### src/rtl/atesc_pkg.sv
// ----------------------------------------------------------------------------
// atesc_pkg
// Types and constants shared by the AT command and escape parser modules.
// ----------------------------------------------------------------------------
package atesc_pkg;

    typedef enum logic [1:0] {
        MODE_COMMAND  = 2'd0,
        MODE_ARGUMENT = 2'd1,
        MODE_STREAM   = 2'd2,
        MODE_ESCAPE   = 2'd3
    } t_mode;

    localparam logic [2:0] OP_BYTE    = 3'd0;
    localparam logic [2:0] OP_TICK    = 3'd1;
    localparam logic [2:0] OP_STREAM  = 3'd2;
    localparam logic [2:0] OP_COMMAND = 3'd3;
    localparam logic [2:0] OP_CLEAR   = 3'd4;

    localparam logic [2:0] KIND_ARG  = 3'd0;
    localparam logic [2:0] KIND_CMD  = 3'd1;
    localparam logic [2:0] KIND_DATA = 3'd2;
    localparam logic [2:0] KIND_END  = 3'd3;
    localparam logic [2:0] KIND_DISC = 3'd4;

    localparam logic [7:0]  CHAR_PLUS   = 8'h2B;
    localparam logic [7:0]  CHAR_CR     = 8'h0D;
    localparam logic [7:0]  CHAR_LF     = 8'h0A;
    localparam logic [7:0]  CASE_OFFSET = 8'd32;
    localparam logic [23:0] ESCAPE_NAME = 24'h2B2B2B;
    localparam logic [1:0]  ESCAPE_LEN  = 2'd3;
    localparam logic [1:0]  PLUS_ARMED  = 2'd2;
    localparam logic [15:0] GUARD_RESET = 16'd1000;
    localparam logic [15:0] TIMER_MAX   = 16'hFFFF;

    localparam int MAX_RESULTS = 3;

    typedef struct packed {
        logic [2:0]  kind;
        logic [7:0]  data;
        logic [23:0] name;
        logic [1:0]  len;
    } t_result;

    // All results caused by one input item, slot 0 first.
    typedef struct packed {
        logic [1:0]                    count;
        t_result [MAX_RESULTS-1:0]     slot;
    } t_bundle;

    typedef struct packed {
        logic full;
        logic empty;
    } t_q_stat;

    function automatic t_result make_result(input logic [2:0] kind, input logic [7:0] data,
                                            input logic [23:0] name, input logic [1:0] len);
        t_result r;
        r.kind = kind;
        r.data = data;
        r.name = name;
        r.len  = len;
        return r;
    endfunction

endpackage

### src/rtl/atesc_front.sv
// ----------------------------------------------------------------------------
// atesc_front
// Accepts items, runs the parser state and classifies each item into a bundle
// of up to three results; a bundle with any results is pushed into the result queue.
// ----------------------------------------------------------------------------
module atesc_front (
    input  logic                 i_clk,
    input  logic                 i_rst_n,
    input  logic                 i_in_valid,
    input  logic [2:0]           i_op,
    input  logic [7:0]           i_rx_byte,
    input  logic                 i_cfg_valid,
    input  logic [15:0]          i_cfg_guard_ticks,
    input  atesc_pkg::t_q_stat   i_q_stat,
    output logic                 o_in_ready,
    output logic                 o_push,
    output atesc_pkg::t_bundle   o_bundle
);
    import atesc_pkg::*;

    t_mode       r_mode, n_mode;
    logic [23:0] r_name, n_name;
    logic [1:0]  r_len, n_len;
    logic [1:0]  r_plus, n_plus;
    logic [15:0] r_timer, n_timer;
    logic        r_pending, n_pending;
    logic [15:0] r_guard;

    logic       acc;
    logic       is_eol, is_upper, is_lower, is_letter, is_plus, guard_met;
    logic [7:0] up_char;
    t_bundle    bundle;

    assign o_in_ready = i_rst_n && !i_q_stat.full;
    assign acc        = i_in_valid && o_in_ready;

    assign is_eol    = (i_rx_byte == CHAR_CR) || (i_rx_byte == CHAR_LF);
    assign is_upper  = (i_rx_byte >= 8'h41) && (i_rx_byte <= 8'h5A);
    assign is_lower  = (i_rx_byte >= 8'h61) && (i_rx_byte <= 8'h7A);
    assign is_letter = is_upper || is_lower;
    assign is_plus   = (i_rx_byte == CHAR_PLUS);
    assign up_char   = is_lower ? (i_rx_byte - CASE_OFFSET) : i_rx_byte;
    assign guard_met = (r_timer >= r_guard);

    // Mode transitions. A byte that is handed on to the next mode is folded in
    // here, so the mode lands where the last pass leaves it.
    always_comb begin
        n_mode = r_mode;
        if (acc) begin
            unique case (i_op)
                OP_BYTE: begin
                    unique case (r_mode)
                        MODE_COMMAND: begin
                            if (is_eol) begin
                                n_mode = MODE_COMMAND;
                            end else if (is_letter) begin
                                n_mode = (r_len >= 2'd2) ? MODE_ARGUMENT : MODE_COMMAND;
                            end else begin
                                n_mode = MODE_ARGUMENT;
                            end
                        end
                        MODE_ARGUMENT: begin
                            n_mode = is_eol ? MODE_COMMAND : MODE_ARGUMENT;
                        end
                        MODE_STREAM: begin
                            n_mode = is_plus ? MODE_ESCAPE : MODE_STREAM;
                        end
                        MODE_ESCAPE: begin
                            if (is_plus) begin
                                // A slow third plus keeps escape mode and restarts the escape.
                                n_mode = (r_plus == PLUS_ARMED && guard_met) ? MODE_COMMAND
                                                                              : MODE_ESCAPE;
                            end else begin
                                n_mode = MODE_STREAM;
                            end
                        end
                    endcase
                end
                OP_STREAM:  n_mode = MODE_STREAM;
                OP_COMMAND: n_mode = MODE_COMMAND;
                OP_CLEAR:   n_mode = MODE_COMMAND;
                default:    n_mode = r_mode;
            endcase
        end
    end

    // Results and the data part of the parser state.
    always_comb begin
        n_name    = r_name;
        n_len     = r_len;
        n_plus    = r_plus;
        n_timer   = r_timer;
        n_pending = r_pending;
        bundle    = '0;
        if (acc) begin
            unique case (i_op)
                OP_BYTE: begin
                    unique case (r_mode)
                        MODE_COMMAND: begin
                            if (is_eol) begin
                                if (r_len != 2'd0) begin
                                    bundle.count   = 2'd1;
                                    bundle.slot[0] = make_result(KIND_CMD, 8'd0, r_name, r_len);
                                    n_name         = '0;
                                    n_len          = '0;
                                end
                            end else if (is_letter || is_plus) begin
                                unique case (r_len)
                                    2'd0: begin
                                        n_name[23:16] = up_char;
                                        n_len         = 2'd1;
                                    end
                                    2'd1: begin
                                        n_name[15:8] = up_char;
                                        n_len        = 2'd2;
                                    end
                                    2'd2: begin
                                        n_name[7:0] = up_char;
                                        n_len       = 2'd3;
                                    end
                                    2'd3: ;
                                endcase
                            end else begin
                                bundle.count   = 2'd1;
                                bundle.slot[0] = make_result(KIND_ARG, i_rx_byte, 24'd0, 2'd0);
                            end
                        end
                        MODE_ARGUMENT: begin
                            bundle.count = 2'd1;
                            if (is_eol) begin
                                bundle.slot[0] = make_result(KIND_CMD, 8'd0, r_name, r_len);
                                n_name         = '0;
                                n_len          = '0;
                            end else begin
                                bundle.slot[0] = make_result(KIND_ARG, i_rx_byte, 24'd0, 2'd0);
                            end
                        end
                        MODE_STREAM: begin
                            if (is_plus) begin
                                n_plus  = 2'd1;
                                n_timer = '0;
                            end else begin
                                bundle.count   = 2'd1;
                                bundle.slot[0] = make_result(KIND_DATA, i_rx_byte, 24'd0, 2'd0);
                                n_pending      = 1'b1;
                            end
                        end
                        MODE_ESCAPE: begin
                            if (is_plus) begin
                                if (r_plus == PLUS_ARMED) begin
                                    if (guard_met) begin
                                        if (r_pending) begin
                                            bundle.count   = 2'd2;
                                            bundle.slot[0] = make_result(KIND_END, 8'd0,
                                                                         24'd0, 2'd0);
                                            bundle.slot[1] = make_result(KIND_CMD, 8'd0,
                                                                         ESCAPE_NAME, ESCAPE_LEN);
                                        end else begin
                                            bundle.count   = 2'd1;
                                            bundle.slot[0] = make_result(KIND_CMD, 8'd0,
                                                                         ESCAPE_NAME, ESCAPE_LEN);
                                        end
                                        n_pending = 1'b0;
                                        n_plus    = '0;
                                    end else begin
                                        // Release the first two pluses; the third starts over.
                                        bundle.count   = 2'd2;
                                        bundle.slot[0] = make_result(KIND_DATA, CHAR_PLUS,
                                                                     24'd0, 2'd0);
                                        bundle.slot[1] = make_result(KIND_DATA, CHAR_PLUS,
                                                                     24'd0, 2'd0);
                                        n_pending      = 1'b1;
                                        n_plus         = 2'd1;
                                        n_timer        = '0;
                                    end
                                end else begin
                                    n_plus = r_plus + 2'd1;
                                end
                            end else begin
                                // Held pluses go out first, then the byte itself as data.
                                for (int i = 0; i < MAX_RESULTS; i++) begin
                                    if (2'(i) < r_plus) begin
                                        bundle.slot[i] = make_result(KIND_DATA, CHAR_PLUS,
                                                                     24'd0, 2'd0);
                                    end else if (2'(i) == r_plus) begin
                                        bundle.slot[i] = make_result(KIND_DATA, i_rx_byte,
                                                                     24'd0, 2'd0);
                                    end
                                end
                                bundle.count = (r_plus == 2'd3) ? 2'd3 : (r_plus + 2'd1);
                                n_pending    = 1'b1;
                                n_plus       = '0;
                            end
                        end
                    endcase
                end
                OP_TICK: begin
                    if (r_timer != TIMER_MAX) begin
                        n_timer = r_timer + 16'd1;
                    end
                end
                OP_STREAM: begin
                    n_plus = '0;
                end
                OP_COMMAND: begin
                    if (r_mode == MODE_STREAM && r_pending) begin
                        bundle.count   = 2'd1;
                        bundle.slot[0] = make_result(KIND_END, 8'd0, 24'd0, 2'd0);
                        n_pending      = 1'b0;
                    end
                    n_plus = '0;
                end
                OP_CLEAR: begin
                    if (r_pending) begin
                        bundle.count   = 2'd1;
                        bundle.slot[0] = make_result(KIND_DISC, 8'd0, 24'd0, 2'd0);
                        n_pending      = 1'b0;
                    end
                    n_plus = '0;
                end
                default: ;
            endcase
        end
    end

    assign o_push   = acc && (bundle.count != 2'd0);
    assign o_bundle = bundle;

    always_ff @(posedge i_clk) begin
        if (!i_rst_n) begin
            r_mode    <= MODE_COMMAND;
            r_name    <= '0;
            r_len     <= '0;
            r_plus    <= '0;
            r_timer   <= '0;
            r_pending <= 1'b0;
            r_guard   <= GUARD_RESET;
        end else begin
            r_mode    <= n_mode;
            r_name    <= n_name;
            r_len     <= n_len;
            r_plus    <= n_plus;
            r_timer   <= n_timer;
            r_pending <= n_pending;
            if (i_cfg_valid) begin
                r_guard <= i_cfg_guard_ticks;
            end
        end
    end

endmodule

### src/rtl/atesc_queue.sv
// ----------------------------------------------------------------------------
// atesc_queue
// Short queue of result bundles between the parser front and the output back.
// ----------------------------------------------------------------------------
module atesc_queue #(
    parameter int DEPTH = 2
) (
    input  logic                 i_clk,
    input  logic                 i_rst_n,
    input  logic                 i_push,
    input  atesc_pkg::t_bundle   i_push_data,
    input  logic                 i_pop,
    output atesc_pkg::t_bundle   o_head,
    output atesc_pkg::t_q_stat   o_stat
);
    import atesc_pkg::*;

    localparam int PW = (DEPTH > 1) ? $clog2(DEPTH) : 1;
    localparam int CW = $clog2(DEPTH + 1);

    t_bundle         r_mem [DEPTH];
    logic [PW-1:0]   r_wr, n_wr;
    logic [PW-1:0]   r_rd, n_rd;
    logic [CW-1:0]   r_cnt, n_cnt;

    always_comb begin
        n_wr  = r_wr;
        n_rd  = r_rd;
        n_cnt = r_cnt;
        if (i_push) begin
            n_wr = (r_wr == PW'(DEPTH - 1)) ? '0 : (r_wr + PW'(1));
        end
        if (i_pop) begin
            n_rd = (r_rd == PW'(DEPTH - 1)) ? '0 : (r_rd + PW'(1));
        end
        if (i_push && !i_pop) begin
            n_cnt = r_cnt + CW'(1);
        end else if (i_pop && !i_push) begin
            n_cnt = r_cnt - CW'(1);
        end
    end

    always_ff @(posedge i_clk) begin
        if (!i_rst_n) begin
            r_wr  <= '0;
            r_rd  <= '0;
            r_cnt <= '0;
        end else begin
            r_wr  <= n_wr;
            r_rd  <= n_rd;
            r_cnt <= n_cnt;
        end
    end

    always_ff @(posedge i_clk) begin
        if (i_push) begin
            r_mem[r_wr] <= i_push_data;
        end
    end

    assign o_head       = r_mem[r_rd];
    assign o_stat.full  = (r_cnt == CW'(DEPTH));
    assign o_stat.empty = (r_cnt == '0);

endmodule

### src/rtl/atesc_back.sv
// ----------------------------------------------------------------------------
// atesc_back
// Takes bundles from the queue and sends their results one beat at a time,
// marking the final beat of each bundle.
// ----------------------------------------------------------------------------
module atesc_back (
    input  logic                 i_clk,
    input  logic                 i_rst_n,
    input  atesc_pkg::t_bundle   i_head,
    input  atesc_pkg::t_q_stat   i_q_stat,
    output logic                 o_pop,
    output logic                 o_out_valid,
    input  logic                 i_out_ready,
    output logic [2:0]           o_kind,
    output logic [7:0]           o_out_byte,
    output logic [23:0]          o_cmd_name,
    output logic [1:0]           o_cmd_name_len,
    output logic                 o_last
);
    import atesc_pkg::*;

    logic       r_busy;
    logic [1:0] r_idx;
    t_bundle    r_bundle;
    t_result    cur;
    logic       fire, at_last, done, load;

    assign cur     = r_bundle.slot[r_idx];
    assign fire    = r_busy && i_out_ready;
    assign at_last = (r_idx == (r_bundle.count - 2'd1));
    assign done    = fire && at_last;
    // The next bundle loads in the same cycle the last beat of this one leaves.
    assign load    = (!r_busy || done) && !i_q_stat.empty;
    assign o_pop   = load;

    always_ff @(posedge i_clk) begin
        if (!i_rst_n) begin
            r_busy <= 1'b0;
            r_idx  <= '0;
        end else if (load) begin
            r_busy <= 1'b1;
            r_idx  <= '0;
        end else if (done) begin
            r_busy <= 1'b0;
            r_idx  <= '0;
        end else if (fire) begin
            r_idx <= r_idx + 2'd1;
        end
    end

    always_ff @(posedge i_clk) begin
        if (load) begin
            r_bundle <= i_head;
        end
    end

    assign o_out_valid    = r_busy;
    assign o_kind         = cur.kind;
    assign o_out_byte     = cur.data;
    assign o_cmd_name     = cur.name;
    assign o_cmd_name_len = cur.len;
    assign o_last         = at_last;

endmodule

### src/rtl/at_command_escape_parser.sv
// ----------------------------------------------------------------------------
// at_command_escape_parser
// Accepts one item per cycle while the bundle queue has room; the front
// settles each item in the cycle it is accepted. Its results pass through
// the bundle queue and the back's bundle register before they are offered.
// One result beat leaves per cycle while the receiver is ready; an item has
// three results at most. Synchronous active-low reset returns to command mode,
// clears name, escape state and queue, and sets the guard to 1000 ticks.
// ----------------------------------------------------------------------------
module at_command_escape_parser #(
    parameter int QUEUE_DEPTH = 2
) (
    input  logic        i_clk,
    input  logic        i_rst_n,
    input  logic        i_in_valid,
    output logic        o_in_ready,
    input  logic [2:0]  i_op,
    input  logic [7:0]  i_rx_byte,
    input  logic        i_cfg_valid,
    output logic        o_cfg_ready,
    input  logic [15:0] i_cfg_guard_ticks,
    output logic        o_out_valid,
    input  logic        i_out_ready,
    output logic [2:0]  o_kind,
    output logic [7:0]  o_out_byte,
    output logic [23:0] o_cmd_name,
    output logic [1:0]  o_cmd_name_len,
    output logic        o_last
);
    import atesc_pkg::*;

    t_q_stat q_stat;
    t_bundle push_bundle;
    t_bundle head_bundle;
    logic    push;
    logic    pop;

    assign o_cfg_ready = i_rst_n;

    atesc_front u_front (
        .i_clk             (i_clk),
        .i_rst_n           (i_rst_n),
        .i_in_valid        (i_in_valid),
        .i_op              (i_op),
        .i_rx_byte         (i_rx_byte),
        .i_cfg_valid       (i_cfg_valid),
        .i_cfg_guard_ticks (i_cfg_guard_ticks),
        .i_q_stat          (q_stat),
        .o_in_ready        (o_in_ready),
        .o_push            (push),
        .o_bundle          (push_bundle)
    );

    atesc_queue #(
        .DEPTH (QUEUE_DEPTH)
    ) u_queue (
        .i_clk       (i_clk),
        .i_rst_n     (i_rst_n),
        .i_push      (push),
        .i_push_data (push_bundle),
        .i_pop       (pop),
        .o_head      (head_bundle),
        .o_stat      (q_stat)
    );

    atesc_back u_back (
        .i_clk          (i_clk),
        .i_rst_n        (i_rst_n),
        .i_head         (head_bundle),
        .i_q_stat       (q_stat),
        .o_pop          (pop),
        .o_out_valid    (o_out_valid),
        .i_out_ready    (i_out_ready),
        .o_kind         (o_kind),
        .o_out_byte     (o_out_byte),
        .o_cmd_name     (o_cmd_name),
        .o_cmd_name_len (o_cmd_name_len),
        .o_last         (o_last)
    );

endmodule

### config.mk
export PLATFORM = sky130hd
export DESIGN_NAME = at_command_escape_parser
export DESIGN_NICKNAME = d
export VERILOG_FILES = /design/src/rtl/atesc_pkg.sv /design/src/rtl/atesc_front.sv /design/src/rtl/atesc_queue.sv /design/src/rtl/atesc_back.sv /design/src/rtl/at_command_escape_parser.sv
export SDC_FILE = /design/constraint.sdc
export NUM_CORES = 1
export LEC_CHECK = 0
export BUFFER_PORTS_ARGS = -buffer_cell sky130_fd_sc_hd__buf_2
export CAP_MARGIN = 20
export CORE_MARGIN = 4
export CORE_UTILIZATION = 35
export CTS_CLUSTER_DIAMETER = 100
export DETAILED_ROUTE_END_ITERATION = 10
export GPL_TIMING_DRIVEN = 1
export HOLD_SLACK_MARGIN = 0.06
export PLACE_DENSITY_LB_ADDON = 0.3
export SLEW_MARGIN = 20
export SYNTH_ARGS = -nofsm -noshare
export SYNTH_HDL_FRONTEND = slang
export SYNTH_SLANG_ARGS = --single-unit
### constraint.sdc
create_clock -name i_clk -period 18.9 [get_ports i_clk]
set_input_delay 3.78 -clock i_clk [delete_from_list [all_inputs] [get_ports i_clk]]
set_output_delay 3.78 -clock i_clk [all_outputs]
set_load 0.05 [all_outputs]
==> results.json, run 1 <==
{
  "dpl.cell_count": 1345,
  "clk_pin_slew_ns": 0.06,
  "layout_min_cycle_time_ns": 8.648,
  "instances_no_fill": 1393,
  "vdd_drop_max_v": 0.00006194,
  "clockBufferDepth": 3,
  "post_cts_buffers": 0,
  "hold_depth": 2,
  "total_power_mw": 1.530,
  "fin_crit_sh_pct": 45.76,
  "max_cap_violations": 0,
  "outcome": "finished clean",
  "n_antenna_cell": 0,
  "worst_slack_ns": 10.25,
  "cts_resized": 0,
  "yosysWarnings": 0,
  "grt.overflow.total": 0,
  "critPathMaxFanout": 38,
  "tightest_slew_ns": 1.058,
  "synth_cell_types": 68,
  "finalSetupTns_ns": 0,
  "mostFrequentLayoutCells": "edfxtp_1 (174), nand2_1 (102), buf_2 (72), dfxtp_1 (69), mux2_2 (58)",
  "relSlewSlack_pct": 29.39,
  "final_core_util_pct": 40.81,
  "clkLatencyLatePin_ns": 0.54,
  "rows": 64,
  "rsz0062_at_grt": "false",
  "crit_required_ns": 15.12,
  "fin_hold_ws_ns": 0.4560,
  "max_freq_mhz": 115.6,
  "die_y_um": 186.2,
  "grt_antenna_before_repair": 2,
  "layout_commonest_cell": "edfxtp_1",
  "ff2ff_path_depth": 7,
  "grt_pass1_wl_um": 37810,
  "synth_edf_count": 174,
  "nets": 1032,
  "async_flop_share_pct": 0,
  "gp_congestion": 0.8614,
  "regArea_sq_um": 6630,
  "hp-class": "register to register",
  "worstSetupPathType": "input pin to output port",
  "syn_to_final_growth_pct": 13.81,
  "dp_hpwl_um": 15590,
  "route.detailed.drc": 0,
  "power.leakage_nw": 4.483,
  "synth.largest_area_cell": "edfxtp_1",
  "slew_viol_final": 0,
  "syn_inst": 924,
  "cts_tree": "done",
  "grt_usage_pct": 13.47,
  "routed_wl_um": 23310,
  "drive_gt1_share_pct": 21.97,
  "cts-root-buf": "clkbuf_16",
  "p_per_area_nw_per_um2": 121.0,
  "seq_area_frac_synth_pct": 59.63,
  "first_pass_iters": 5,
  "grt_max_degree": 60,
  "setup_viol": 0,
  "synth_area_leaders": "edfxtp_1 (47%), dfxtp_1 (13%), mux2_2 (5.9%)",
  "grt_pass1_vias": 7146,
  "routed_via_density": 5.110,
  "pre_cts_ws_ns": 10.24,
  "port_buffers": 72,
  "synth_top_area_share_pct": 47.02,
  "route.vias.total": 7118,
  "drt_iter0_drc": 506,
  "clkSinkCount": 244,
  "clock_skew_ns": 0.02105,
  "cp-end-kind": "output port",
  "synth.avg_cell_area_sq_um": 12.03,
  "ant_nets": 0,
  "netlist_area_sq_um": 11110,
  "cts_buffers": 26,
  "worstPathArrival_ns": 4.87,
  "cts.htree.levels": 1,
  "ys_seq_elements": 244,
  "hold_viol_final": 0,
  "hold_buffers": 0,
  "initial_core_util_pct": 35.86,
  "io_pins": 73,
  "wire_per_inst_um": 16.74,
  "die_w_um": 186.2,
  "dieArea_sq_um": 34670,
  "fin_area_sq_um": 12650,
  "crit_path_start_kind": "input pin",
  "n_fill_cell": 2990,
  "dpl_cell_area_sq_um": 11810,
  "multi_input_area_sq_um": 4161,
  "core-area_sq_um": 30990,
  "syn_nets": 979,
  "ys.flop_type": "edfxtp_1"
}
==> report_power, final <==
| group | internal [mW] | leakage [nW] | switching (mW) |
|---|---|---|---|
| registers | 0.651 | 2.17 | 0.0327 |
| logic | 0.0962 | 1.91 | 0.257 |
| clock network | 0.288 | 0.405 | 0.205 |
==> cells in the mapped netlist (7+ instances only) <==
library cell,n
a211oi_2,10
a21o_1,23
a21oi_1,54
and2_1,30
and3_1,19
clkbuf_1,39
dfxtp_1,70
edfxtp_1,174
ha_1,23
inv_1,32
mux2_2,58
mux2i_1,42
nand2_1,102
nand2b_1,7
nand3_1,17
nand4_1,7
nor2_1,46
nor2_2,9
nor3_1,16
o211ai_1,11
o21a_1,12
o21ai_0,21
xnor2_1,11
==> cell families (layout without fill, tap and decap cells) <==
group                      count (synthesis)  in the layout  share of synthesized area, %
AOI/OAI and AO/OA                        176            176                         11.34
xor gates and xnor gates                  14             14                         1.103
adders and majority gates                 23             23                         2.590
buffers and inverters                     85            158                         3.119
DFF                                      244            244                         59.63
muxes                                    100            100                         9.660
and+or+nand+nor                          282            282                         12.56
==> flip-flops by register name (all words and copies together) (netlist names), named ones only <==
signal / cells
u_front.r_pending: 1
u_front.r_name: 24
u_queue.r_rd: 1
u_front.r_guard: 16
u_back.r_idx: 2
u_front.r_mode: 1
u_queue.r_mem: 116
u_back.r_bundle: 58
u_back.o_out_valid: 1
u_front.r_len: 2
u_front.r_plus: 2
u_front.r_timer: 16
u_queue.r_cnt: 2
u_queue.r_wr: 1
==> layout make-up <==
cell class	instances	area share (%)
Clock buffer	32	5.480
Clock inverter	16	1.128
Inverter	32	0.9496
Multi-Input combinational cell	595	32.90
Sequential cell	244	52.42
Tap cell	396	3.917
Timing Repair Buffer	78	3.205
==> layer usage <==
layer | routed length (um) | track usage [%]
met5 | 20 | 0
met3 | 1221 | 2.217
met2 | 10700 | 21.91
met1 | 10700 | 18.73
met4 | 666 | 3.876
==> worst max-delay path, stage by stage <==
cell and delay, ns:
buf_2 0.60, and2_1 0.22, buf_2 0.26
==> path summary, 6_finish.rpt <==
path / from / slack (ns) / endpoint
hold reg to reg: u_front.r_name[15] / 0.46 / u_front.r_name[15]
hold / removal: u_front.r_name[15] / 0.46 / u_front.r_name[15]
setup / recovery: i_rst_n / 10.25 / o_in_ready
setup reg to reg: u_queue.r_cnt[0] / 14.99 / u_queue.r_mem[0][17]
(Power assumes the default switching activity.)
==> run 2: changes to the inputs <==
ABC_AREA = 1   (was unset)
clock period = 7.44 ns   (was 18.9 ns; I/O delays follow)
==> run 2 against run 1 <==
Combinational power increased to 2.9 times the previous value; routed wire length increased by 6.2%; sequential power rose to 2.5 times the previous value; non-clock buffer count rose by 2.
==> results.json, run 2 <==
{
  "outcome": "finished clean",
  "async_flop_share_pct": 0,
  "top_register": "u_queue.r_mem",
  "routed_via_density": 4.775,
  "nets": 1306,
  "fin_hold_ws_ns": 0.4481,
  "die_w_um": 185.3,
  "synth_top_area_share_pct": 47.50,
  "vdd_drop_max_v": 0.0001751,
  "ff2ff_path_depth": 15,
  "cp_slowest_cell": "a21oi_4",
  "grt_pass1_wl_um": 39290,
  "p_per_area_nw_per_um2": 318.3,
  "hold_buffers": 0,
  "worstSetupPathType": "input pin to register",
  "route.detailed.drc": 0,
  "startpoint": "i_rst_n",
  "grt_usage_pct": 14.16,
  "n_fill_cell": 3022,
  "mostFrequentLayoutCells": "nand2_1 (350), edfxtp_1 (174), inv_1 (103), nor2_1 (100), a21oi_1 (92)",
  "netlist_area_sq_um": 11000,
  "reg_top3": "u_queue.r_mem (116), u_back.r_bundle (58), u_front.r_name (24)",
  "hold_viol_final": 0,
  "fin_crit_sh_pct": 60.09,
  "drive_gt1_share_pct": 11.34,
  "cp_cell_sequence": "buf_2, inv_1, buf_4, a21oi_1, nand2_1, inv_1, nand4_1, a21oi_4, buf_4",
  "net-switching-power_mw": 1.363,
  "grt_pass1_vias": 7372,
  "layout_commonest_cell": "nand2_1",
  "yosysWarnings": 0,
  "relSlewSlack_pct": 34.18,
  "swShare_pct": 34.04,
  "syn_nets": 1245,
  "yosys-top-cells-count": "nand2_1 (350), edfxtp_1 (174), inv_1 (104)",
  "cp-end-kind": "register",
  "clockBufferDepth": 3,
  "die_y_um": 185.3,
  "synth_cell_types": 43,
  "ant_nets": 0,
  "slowest_delay_ns": 0.90,
  "seq_area_frac_synth_pct": 60.24,
  "largest_reg_flops": 116,
  "setup_viol": 0,
  "grt.overflow.total": 0,
  "regToRegStartpoint": "u_front.r_timer[5]",
  "cts_tree": "done",
  "timing.rr.end": "u_queue.r_mem[1][109]",
  "endpoint": "u_queue.r_mem[1][109]",
  "critPathMaxFanout": 38,
  "crit_path_start_kind": "input pin",
  "clock_skew_ns": 0.01459,
  "cts-root-buf": "clkbuf_16",
  "layout_min_cycle_time_ns": 4.471,
  "syn_to_final_growth_pct": 14.35,
  "grt_antenna_before_repair": 1,
  "routed_wl_um": 24770,
  "synth_most_common_cell": "nand2_1",
  "p_comb_share_pct": 25.3,
  "port_buffers": 72,
  "max_freq_mhz": 223.7,
  "synth_edf_count": 174,
  "clkPwrFrac_pct": 31.8,
  "initial_core_util_pct": 35.68,
  "reg2reg_slack_ns": 3.49,
  "slew_viol_final": 0,
  "route.vias.total": 7960,
  "synth_area_leaders": "edfxtp_1 (47%), dfxtp_1 (13%), nand2_1 (12%)",
  "pwr-share-seq_pct": 42.9,
  "core-area_sq_um": 30830,
  "finalSetupTns_ns": 0,
  "wire_per_inst_um": 14.86,
  "clkSinkCount": 244,
  "worstPathArrival_ns": 4.64,
  "power.leakage_nw": 5.157,
  "synth.largest_area_cell": "edfxtp_1",
  "grt_max_degree": 60,
  "hp-class": "register to register",
  "rows": 64,
  "ys_seq_elements": 244,
  "drt_iter0_drc": 571,
  "tightest_slew_ns": 0.9851,
  "clk_pin_slew_ns": 0.06,
  "crit_required_ns": 7.61,
  "first_pass_iters": 5,
  "cts_buffers": 26,
  "gp_congestion": 0.9921,
  "synth.avg_cell_area_sq_um": 9.244,
  "clkLatencyLatePin_ns": 0.52,
  "dieArea_sq_um": 34330,
  "cts_resized": 0,
  "io_pins": 73,
  "cts.htree.levels": 1,
  "syn_inst": 1190,
  "dp_hpwl_um": 17420,
  "ys.flop_type": "edfxtp_1",
  "intPower_mw": 2.642,
  "post_cts_buffers": 0,
  "rsz0062_at_grt": "false",
  "max_cap_violations": 0
}
## run 2: kinds of logic after synthesis
logic type / Yosys count / share of synthesized area (%)
compound gates: 177 / 8.838
xor+xnor: 15 / 1.194
fa+ha+maj: 23 / 2.616
buf+inv: 160 / 5.801
flops: 244 / 60.24
simple gates: 571 / 21.31
## run 2: per-layer routing
layer  vias to the layer above  routed length, um  global-route usage [%]
met4                         2                955                   5.314
li1                       4106                  -                       -
met5                         -                 13                       0
met2                       238              10580                   21.70
met3                        52               1688                   2.533
met1                      3562              11530                   20.12
## run 2: worst max-delay path, delay by kind of cell
kind / cells / cell delay (ns)
simple gates: 2 / 0.54
buf+inv: 5 / 1.45
compound gates: 2 / 1.10
## run 2: worst min path at each step
stage               slack (ns)                end              start  depth (start not counted)
finish                    0.45  u_front.r_name[9]  u_front.r_name[9]                          2
global route              0.48  u_front.r_name[9]  u_front.r_name[9]                          2
CTS                       0.45  u_front.r_name[9]  u_front.r_name[9]                          2
detailed placement        0.45  u_front.r_name[9]  u_front.r_name[9]                          2
global placement          0.44  u_front.r_name[9]  u_front.r_name[9]                          2
floorplan                 0.42  u_front.r_name[9]  u_front.r_name[9]                          2
## run 2: through the flow
step                power [mW]  cell area (sq um)  utilization, %  std cells  setup WS, ns
finish                   4.005              12580           40.80       1667         2.969
detailed placement       2.779              11730           38.04       1619         2.402
global placement         2.768              11730           38.04       1619         2.503
global route             4.218              12580           40.80       1666         2.673
CTS                      4.055              12580           40.80       1666         2.911
floorplan                2.509              11000               -       1190        0.8673
## run 2: layout make-up
cell class              instances  area (sq um)  area share [%]
clock inverters                11         142.6           1.134
flip-flops and latches        244          6628           52.69
inverters                     113         424.2           3.372
diodes                          1         2.502         0.01989
repair buffers                 80         420.4           3.342
multi-input cells             786          3759           29.88
clock buffers                  36         708.2           5.630
well taps                     396         495.5           3.939
## run 2: power groups by stage
stage | sequential (mW) | clock (mW) | combinational (mW)
2_1_floorplan | 1.74 | 0 | 0.771
4_1_cts | 1.72 | 1.30 | 1.03
6_report | 1.72 | 1.27 | 1.02
3_5_place_dp | 1.75 | 0 | 1.03
5_1_grt | 1.73 | 1.37 | 1.11
3_3_place_gp | 1.74 | 0 | 1.02
